File: src/rtl/core/refcounted_id_allocator_defines.svh
// ------------------------------------------------------------------------
// refcounted id allocator assertion macros
// shared concurrent check forms, sampled on clk, off while arst_n is low
// ------------------------------------------------------------------------
`ifndef REFCOUNTED_ID_ALLOCATOR_DEFINES_SVH
`define REFCOUNTED_ID_ALLOCATOR_DEFINES_SVH

// consequent checked in the same cycle as the antecedent
`define RCIA_ASSERT_NOW(label, ante, cons) \
	label: assert property (@(posedge clk) disable iff (!arst_n) (ante) |-> (cons)) \
		else $error("refcounted_id_allocator check failed");

// consequent checked from the cycle after the antecedent
`define RCIA_ASSERT_NEXT(label, ante, cons) \
	label: assert property (@(posedge clk) disable iff (!arst_n) (ante) |=> cons) \
		else $error("refcounted_id_allocator check failed");

`endif

File: src/rtl/core/rcia_pkg.sv
// ------------------------------------------------------------------------
// rcia_pkg
// types and codes shared by the refcounted id allocator modules
// ------------------------------------------------------------------------
`timescale 1ns / 1ps
`default_nettype none

package rcia_pkg;

	// command codes
	localparam logic [1:0] CMD_CREATE  = 2'd0;
	localparam logic [1:0] CMD_ACQUIRE = 2'd1;
	localparam logic [1:0] CMD_RELEASE = 2'd2;
	localparam logic [1:0] CMD_NONE    = 2'd3;

	// status codes
	localparam logic [1:0] ST_OK        = 2'd0;
	localparam logic [1:0] ST_FULL      = 2'd1;
	localparam logic [1:0] ST_BAD_ID    = 2'd2;
	localparam logic [1:0] ST_SATURATED = 2'd3;

	// request payload
	typedef struct packed {
		logic [1:0] cmd;
		logic [8:0] node_id;
	} req_t;

	// result payload
	typedef struct packed {
		logic [8:0]  result_id;
		logic [1:0]  status;
		logic        freed;
		logic [15:0] count_after;
	} rsp_t;

	// controller to datapath commands
	typedef struct packed {
		logic load;
		logic exec;
	} ctrl_t;

	// controller states
	typedef enum logic [1:0] {
		S_IDLE = 2'b01,
		S_EXEC = 2'b10
	} state_t;

endpackage

`default_nettype wire

File: src/rtl/core/rcia_ctrl.sv
// ------------------------------------------------------------------------
// rcia_ctrl
// sequencer: takes a request, then drives the execute state on the datapath
// ------------------------------------------------------------------------
`timescale 1ns / 1ps
`default_nettype none

module rcia_ctrl (
	input  wire logic           clk,
	input  wire logic           arst_n,
	input  wire logic           start,
	output logic                busy,
	output rcia_pkg::ctrl_t     ctrl
);
	import rcia_pkg::*;

	state_t state_q;
	state_t state_d;

	// next state
	always_comb begin
		state_d = state_q;
		case (state_q)
			S_IDLE: begin
				if (start) state_d = S_EXEC;
			end
			S_EXEC: begin
				state_d = S_IDLE;
			end
			default: begin
				state_d = S_IDLE;
			end
		endcase
	end

	always_ff @(posedge clk or negedge arst_n) begin
		if (!arst_n) state_q <= S_IDLE;
		else         state_q <= state_d;
	end

	// commands to the datapath
	assign busy      = (state_q != S_IDLE);
	assign ctrl.load = start && (state_q == S_IDLE);
	assign ctrl.exec = (state_q == S_EXEC);

endmodule

`default_nettype wire

File: src/rtl/core/rcia_dp.sv
// ------------------------------------------------------------------------
// rcia_dp
// slot memory, free list head, fill count and result register
// ------------------------------------------------------------------------
`timescale 1ns / 1ps
`default_nettype none

module rcia_dp #(
	parameter int MAX_NODES  = 256,
	parameter int COUNT_BITS = 16
) (
	input  wire logic            clk,
	input  wire logic            arst_n,
	input  wire rcia_pkg::ctrl_t ctrl,
	input  wire rcia_pkg::req_t  req,
	output logic                 done,
	output rcia_pkg::rsp_t       rsp
);
	import rcia_pkg::*;

	localparam int IDX_W = (MAX_NODES > 1) ? $clog2(MAX_NODES) : 1;
	localparam int ID_W  = $clog2(MAX_NODES + 1);
	localparam int CW    = (ID_W > 9) ? ID_W : 9;
	localparam int WW    = COUNT_BITS + 1;

	// slot word: valid bit over count or link
	logic [WW-1:0]         mem_q [MAX_NODES];
	logic [WW-1:0]         rd_s1;
	logic [1:0]            cmd_s1;
	logic [8:0]            id_s1;

	logic [ID_W-1:0]       free_head_q;
	logic [ID_W-1:0]       free_head_d;
	logic [ID_W-1:0]       used_ids_q;
	logic [ID_W-1:0]       used_ids_d;
	logic                  root_wr_q;

	logic [IDX_W-1:0]      rd_idx;
	logic [IDX_W-1:0]      id_idx;
	logic [ID_W-1:0]       new_slot;
	logic                  wr_en;
	logic [IDX_W-1:0]      wr_idx;
	logic [WW-1:0]         wr_data;
	logic [WW-1:0]         word;
	logic [COUNT_BITS-1:0] cnt;
	logic [COUNT_BITS-1:0] cnt_inc;
	logic [COUNT_BITS-1:0] cnt_dec;
	logic                  link_ok;
	logic                  id_ok;
	logic [CW-1:0]         id_x;
	logic [CW-1:0]         used_x;
	logic [31:0]           cnt_ext;
	logic [31:0]           inc_ext;
	logic [31:0]           dec_ext;
	rsp_t                  rsp_d;

	// read address chosen on the accept cycle
	always_comb begin
		if (req.cmd == CMD_CREATE) rd_idx = IDX_W'(free_head_q - ID_W'(1));
		else                       rd_idx = IDX_W'(req.node_id - 9'd1);
	end

	// slot memory, registered read
	always_ff @(posedge clk) begin
		if (ctrl.exec && wr_en) mem_q[wr_idx] <= wr_data;
		if (ctrl.load) rd_s1 <= mem_q[rd_idx];
	end

	// request capture
	always_ff @(posedge clk) begin
		if (ctrl.load) begin
			cmd_s1 <= req.cmd;
			id_s1  <= req.node_id;
		end
	end

	// root slot reads as live with count one until first written
	assign word    = (id_s1 == 9'd1 && !root_wr_q) ? {1'b1, COUNT_BITS'(1)} : rd_s1;
	assign cnt     = word[COUNT_BITS-1:0];
	assign cnt_inc = cnt + COUNT_BITS'(1);
	assign cnt_dec = cnt - COUNT_BITS'(1);
	assign cnt_ext = 32'(cnt);
	assign inc_ext = 32'(cnt_inc);
	assign dec_ext = 32'(cnt_dec);
	assign id_idx  = IDX_W'(id_s1 - 9'd1);

	// id checks: nonzero, inside the fill count, live
	assign id_x   = CW'(id_s1);
	assign used_x = CW'(used_ids_q);
	assign id_ok  = (id_s1 != 9'd0) && (id_x <= used_x) && word[COUNT_BITS];

	// link popped off the free list must name a slot
	assign link_ok = (33'(rd_s1[COUNT_BITS-1:0]) <= 33'(MAX_NODES));

	// execute: result and write back
	always_comb begin
		wr_en       = 1'b0;
		wr_idx      = id_idx;
		wr_data     = '0;
		free_head_d = free_head_q;
		used_ids_d  = used_ids_q;
		new_slot    = free_head_q;
		rsp_d       = '0;
		case (cmd_s1)
			CMD_CREATE: begin
				if (free_head_q != '0) begin
					new_slot    = free_head_q;
					free_head_d = link_ok ? ID_W'(rd_s1[COUNT_BITS-1:0]) : '0;
				end else begin
					new_slot   = used_ids_q + ID_W'(1);
					used_ids_d = used_ids_q + ID_W'(1);
				end
				if (free_head_q == '0 && used_ids_q >= ID_W'(MAX_NODES)) begin
					used_ids_d   = used_ids_q;
					rsp_d.status = ST_FULL;
				end else begin
					wr_en             = 1'b1;
					wr_idx            = IDX_W'(new_slot - ID_W'(1));
					wr_data           = {1'b1, COUNT_BITS'(1)};
					rsp_d.result_id   = 9'(new_slot);
					rsp_d.count_after = 16'd1;
				end
			end
			CMD_ACQUIRE: begin
				rsp_d.result_id = id_s1;
				if (!id_ok) begin
					rsp_d.status = ST_BAD_ID;
				end else if (cnt == '1) begin
					rsp_d.status      = ST_SATURATED;
					rsp_d.count_after = cnt_ext[15:0];
				end else begin
					wr_en             = 1'b1;
					wr_data           = {1'b1, cnt_inc};
					rsp_d.count_after = inc_ext[15:0];
				end
			end
			CMD_RELEASE: begin
				rsp_d.result_id = id_s1;
				if (!id_ok) begin
					rsp_d.status = ST_BAD_ID;
				end else if (cnt <= COUNT_BITS'(1)) begin
					wr_en       = 1'b1;
					wr_data     = {1'b0, COUNT_BITS'(free_head_q)};
					free_head_d = ID_W'(id_s1);
					rsp_d.freed = 1'b1;
				end else begin
					wr_en             = 1'b1;
					wr_data           = {1'b1, cnt_dec};
					rsp_d.count_after = dec_ext[15:0];
				end
			end
			default: begin
				rsp_d = '0;
			end
		endcase
	end

	// list head, fill count and root flag
	always_ff @(posedge clk or negedge arst_n) begin
		if (!arst_n) begin
			free_head_q <= '0;
			used_ids_q  <= ID_W'(1);
			root_wr_q   <= 1'b0;
			done        <= 1'b0;
		end else begin
			done <= ctrl.exec;
			if (ctrl.exec) begin
				free_head_q <= free_head_d;
				used_ids_q  <= used_ids_d;
				if (wr_en && wr_idx == '0) root_wr_q <= 1'b1;
			end
		end
	end

	// result register
	always_ff @(posedge clk) begin
		if (ctrl.exec) rsp <= rsp_d;
	end

endmodule

`default_nettype wire

File: src/rtl/core/refcounted_id_allocator.sv
// ------------------------------------------------------------------------
// refcounted_id_allocator
// node id allocator with per-slot reference counts and a free list
// ------------------------------------------------------------------------
// A request is taken when start is high and busy is low; busy then stays
// high for one cycle. The request first reads the addressed slot from the
// count memory, then updates it and the list head in the execute cycle.
// The result follows with done high for exactly one cycle, the cycle after
// the execute cycle, and must be captured then since it cannot be held off.
// The memory needs no clearing after reset: ids above the fill count read
// as free and root id 1 reads as live with count one until first written.
`timescale 1ns / 1ps
`default_nettype none

`include "refcounted_id_allocator_defines.svh"

module refcounted_id_allocator #(
	parameter int MAX_NODES  = 256,
	parameter int COUNT_BITS = 16
) (
	input  wire logic           clk,
	input  wire logic           arst_n,
	input  wire logic           start,
	output logic                busy,
	input  wire rcia_pkg::req_t req,
	output logic                done,
	output rcia_pkg::rsp_t      rsp
);
	import rcia_pkg::*;

	ctrl_t ctrl;

	// sequencer
	rcia_ctrl u_ctrl (
		.clk    (clk),
		.arst_n (arst_n),
		.start  (start),
		.busy   (busy),
		.ctrl   (ctrl)
	);

	// slot memory and list state
	rcia_dp #(
		.MAX_NODES  (MAX_NODES),
		.COUNT_BITS (COUNT_BITS)
	) u_dp (
		.clk    (clk),
		.arst_n (arst_n),
		.ctrl   (ctrl),
		.req    (req),
		.done   (done),
		.rsp    (rsp)
	);

	// checks
	`RCIA_ASSERT_NEXT(a_done_after_req, start && !busy, ##1 done)
	`RCIA_ASSERT_NEXT(a_one_exec_cycle, busy, !busy)
	`RCIA_ASSERT_NOW(a_done_not_busy, done, !busy)
	`RCIA_ASSERT_NOW(a_freed_ok, done && rsp.freed, rsp.status == ST_OK && rsp.count_after == 16'd0)

endmodule

`default_nettype wire
File: config.mk
export PLATFORM = sky130hd
export DESIGN_NAME = refcounted_id_allocator
export DESIGN_NICKNAME = d
export VERILOG_FILES = /design/src/rtl/core/rcia_pkg.sv /design/src/rtl/core/rcia_ctrl.sv /design/src/rtl/core/rcia_dp.sv /design/src/rtl/core/refcounted_id_allocator.sv
export VERILOG_INCLUDE_DIRS = /design/src /design/src/rtl/core
export SDC_FILE = /design/constraint.sdc
export NUM_CORES = 2
export LEC_CHECK = 0
export CORE_MARGIN = 2
export CORE_UTILIZATION = 57
export CTS_CLUSTER_DIAMETER = 120
export DETAILED_ROUTE_END_ITERATION = 10
export DONT_BUFFER_PORTS = 1
export PLACE_DENSITY_LB_ADDON = 0.05
export SLEW_MARGIN = 10
export SYNTH_ARGS = -nofsm -noshare
export SYNTH_HDL_FRONTEND = slang
export SYNTH_MEMORY_MAX_BITS = 65536
export SYNTH_SLANG_ARGS = --single-unit
File: constraint.sdc
create_clock -name clk -period 11.3 [get_ports clk]
set_input_delay 0 -clock clk [delete_from_list [all_inputs] [get_ports clk]]
set_output_delay 0 -clock clk [all_outputs]
set_load 0.05 [all_outputs]
==> summary.md <==
| Metric | Value |
|---|---|
| Most used DFF post-synth | edfxtp_1 |
| CTS root buffer | clkbuf_16 |
| Vias in the first global route | 85,600 |
| Count of final hold-check violations | 0 |
| Top achievable clock speed | ~0.15 GHz |
| Tightest Hold Check Type | in2async |
| Postcts setup bufs | 0 |
| Worst EP required | roughly 12 ns |
| Critical path arrival | just over 7 ns |
| Mapped Nets | ~8,000 |
| Internal Pwr Total | ~28 mW |
| Flop pwr share | between 50% and 60% |
| Htree depth | 5 |
| Setup crit end kind | flip-flop |
| Crit Path Max Fanout | 87 |
| Switching Fraction | 23.7% |
| DRC | 0 |
| Ys Warns | 0 |
| Starting Density | a little under three fifths |
| # clock sinks | 4,430 |
| CTS Buf Count | around 440 |
| Setup violations, final | 0 |
| Post-synth top area cell | edfxtp_1 |
| I/O pin count | 44 |
| RSZ-0062 raised after global routing | false |
| Initial antenna violation count | 17 |
| Net Sw Power | about 8.6 mW |
| WL final | around 480 mm |
| Worst Clk Skew | 0.0582 ns |
| Worst vdd ir | 0.146 mV |
| Post-CTS Resized | 0 |
| Area after DPL | ~180,000 um2 |
| Detailed placer's ending HPWL | 277 mm |
| PortBufs | 0 |
| Via count | roughly 88,000 |
| Comb pwr share | between 9 and 10% |
| Largest net degree at the start of global routing | around 230 |
| Max-cap violation count | 0 |
| CTS tree | done |
| Sequential share of the synthesized area | approximately 77% |
| Yosys top cell area share | roughly three quarters |
| Top cells by area, synth | edfxtp_1, mux4_2, mux2i_1, a22oi_1, nand2_1 |
| Area growth syn-to-layout | 13.0% |
| Post-route cell area | 194,000 um2 |
| Distinct cells, synth | between 80 and 90 |
| GP Congestion | between 0.9 and 1 |
| Drt wl/cell | 37.3 um |
| Clock Power Share | 39.9% |
| Gr ovfl total | 0 |
| Power Density | ~190 nW/um2 |
| Detail Route Antenna Nets | 0 |
| Critical path class | reg2reg |
| Post-Synthesis Cell Area | 172,000 um2 |
| Status | finished clean |
| Mapped Cells | 7,956 |
| Place WS | 4.73 ns |
| #FFs+latches synth | 4,430 |
| Die Wd | 553 um |
| Core area | ~300,000 um2 |
| Syn_area_per_cell | approximately 22 um2 |
| First-pass DRT Iterations | 6 |
| Die height | approximately 550 um |
| Global-route wire length before repair | around 670 mm |
| Die area | just over 300,000 um2 |
| TNS Setup | 0 ns |
| Final Max Tran Viols | 0 |
| Gr usage total | 31.1% |
| CTS clock-pin slew for the worst setup and hold paths | around 0.060 ns |
| Core Util, Final | 64.8% |
| Crit start category | flip-flop |
| Tcrit/Tclk final | 58.0% |
| Static Leakage | around 60 nW |
| Min cycle time layout | ~6.5 ns |
| Setup WS post-layout | roughly 4.8 ns |
| Core Rows | roughly 200 |
| Mean number of vias per cell | between 6 and 7 |
| CTS Hold Bufs | 28 |
| Drt initial violations | 13,400 |
| Worst-margin pin slew | between 1 and 1.5 ns |
| Slew headroom | under 10% |
| Layout cell share with drive strength beyond 1 | between 20 and 30% |
| Max clock buf depth | 4 |
| Skew-Pair Late Insertion Delay | roughly 1 ns |
| Final net count | roughly 8,400 |
| FFs w/ async S/R, synth | 0.497% |
| Number of flops mapped to enable cells by yosys | 4,408 |
-- path summary, 6_finish.rpt --
check                               startpoint            endpoint  slack, ns  depth (start not counted)
max                        u_dp.free_head_q[0]      u_dp.rd_s1[13]       4.75                         12
min                                     arst_n  u_dp.used_ids_q[1]       0.10                          4
max reg2reg                u_dp.free_head_q[0]      u_dp.rd_s1[13]       4.75                         12
min reg2reg                 u_dp.used_ids_q[7]  u_dp.used_ids_q[7]       0.52                          1
max in group asynchronous               arst_n   u_ctrl.state_q[0]      10.96                          4
min in group clk                        req[6]       u_dp.id_s1[6]       0.25                          2
-- final cells by class --
cell class	count	area, um2
clock inverter	288	2610
timing repair buffer	464	3870
inverter	26	114
tap	3958	4950
fill	19800	106000
multi-input combinational	3027	38400
clock buffer	527	11600
antenna	10	25.0
sequential	4430	133000
-- synthesized netlist by cell type, drive strengths merged (21+ instances only) --
library cell  instances
edfxtp             4408
mux4               1088
nand2               313
clkbuf              279
mux2i               231
a22oi               214
nor3                197
a21oi               195
buf                 194
nor2                190
nand3                59
nor4                 52
nand4                39
o32ai                36
o32a                 34
o21ai                30
and3                 27
inv                  25
xnor2                24
o22ai                21
-- metrics by stage --
stage,cells,total power [mW],hold WS [ns]
5_1_grt,12700,37.0,0.0947
4_1_cts,12700,36.3,0.0575
2_1_floorplan,7956,20.7,-0.296
6_report,12700,36.1,0.100
3_3_place_gp,11900,22.0,-0.295
3_5_place_dp,11900,22.0,-0.295
-- flip-flops by register name (all words and copies together) (netlist names) --
name / cells
u_dp.used_ids_q: 9
u_dp.id_s1: 9
u_dp.done: 1
u_dp.free_head_q: 9
u_ctrl.state_q: 2
u_dp.root_wr_q: 1
u_dp.rd_s1: 17
u_dp.cmd_s1: 2
u_dp.mem_q: 4352
u_dp.rsp: 28
-- power groups by stage --
| stage | clock network (mW) | registers, mW | logic (mW) |
|---|---|---|---|
| 6_report | 14.4 | 18.4 | 3.29 |
| 3_5_place_dp | 0 | 18.8 | 3.25 |
| 3_3_place_gp | 0 | 18.8 | 3.20 |
| 5_1_grt | 15.2 | 18.4 | 3.43 |
| 2_1_floorplan | 0 | 18.8 | 1.87 |
| 4_1_cts | 14.6 | 18.4 | 3.27 |
-- worst max-delay path, cell delays in order (launching register included) --
cell	delay [ns]
dfrtp_1	0.41
or3b_4	0.41
nand2_4	0.21
inv_16	0.21
ha_4	1.07
buf_12	0.54
buf_4	0.75
mux4_2	0.42
mux2i_1	0.21
o32ai_1	0.14
nor4_1	1.14
or4_1	0.45
nand4_1	0.13
-- layer usage --
metal  up-vias  routed length [um]  track usage, %  part of all wire [%]
li1      34600                   -               -                     -
met3       679               51200            6.62                    11
met1     47400              193000            47.3                    41
met5         -                  13               0                0.0027
met4         2               15600            8.99                   3.3
met2      4924              216000            46.0                    45
-- layout by cell type, fill, tap and decap left out, types with 11 or more instances in the layout --
| master | instances |
|---|---|
| clkinvlp_4 | 17 |
| edfxtp_1 | 4408 |
| and3_1 | 27 |
| o32a_1 | 34 |
| clkinv_2 | 108 |
| clkbuf_16 | 452 |
| nor2_1 | 115 |
| inv_1 | 23 |
| bufinv_16 | 39 |
| dlygate4sd3_1 | 26 |
| nor3_2 | 124 |
| or4_1 | 18 |
| nor3_1 | 64 |
| mux2_2 | 19 |
| nand2b_1 | 11 |
| dfrtp_1 | 20 |
| nor2_4 | 14 |
| buf_4 | 411 |
| clkbuf_1 | 75 |
| ha_1 | 18 |
| xnor2_1 | 24 |
| nor2_2 | 61 |
| a22oi_1 | 213 |
| o21ai_0 | 25 |
| buf_12 | 26 |
| nand3_1 | 55 |
| o32ai_1 | 36 |
| nor4_1 | 28 |
| clkinv_1 | 99 |
| o22ai_1 | 21 |
| nand2_2 | 11 |
| nand2_1 | 294 |
| a21oi_1 | 192 |
| mux4_2 | 1088 |
| nand4_1 | 39 |
| nor4_2 | 24 |
| o221ai_1 | 13 |
| mux2i_1 | 229 |
-- cell families after synthesis --
family | after synthesis | synth area share [%]
and+or+nand+nor | 962 | 2.64
muxes | 1338 | 15.7
DFF | 4430 | 77.2
buffers and inverters | 499 | 1.33
xor gates and xnor gates | 34 | 0.173
adders and majority gates | 19 | 0.138
AOI/OAI and AO/OA | 674 | 2.77
Power figures use the tool's default switching activity.
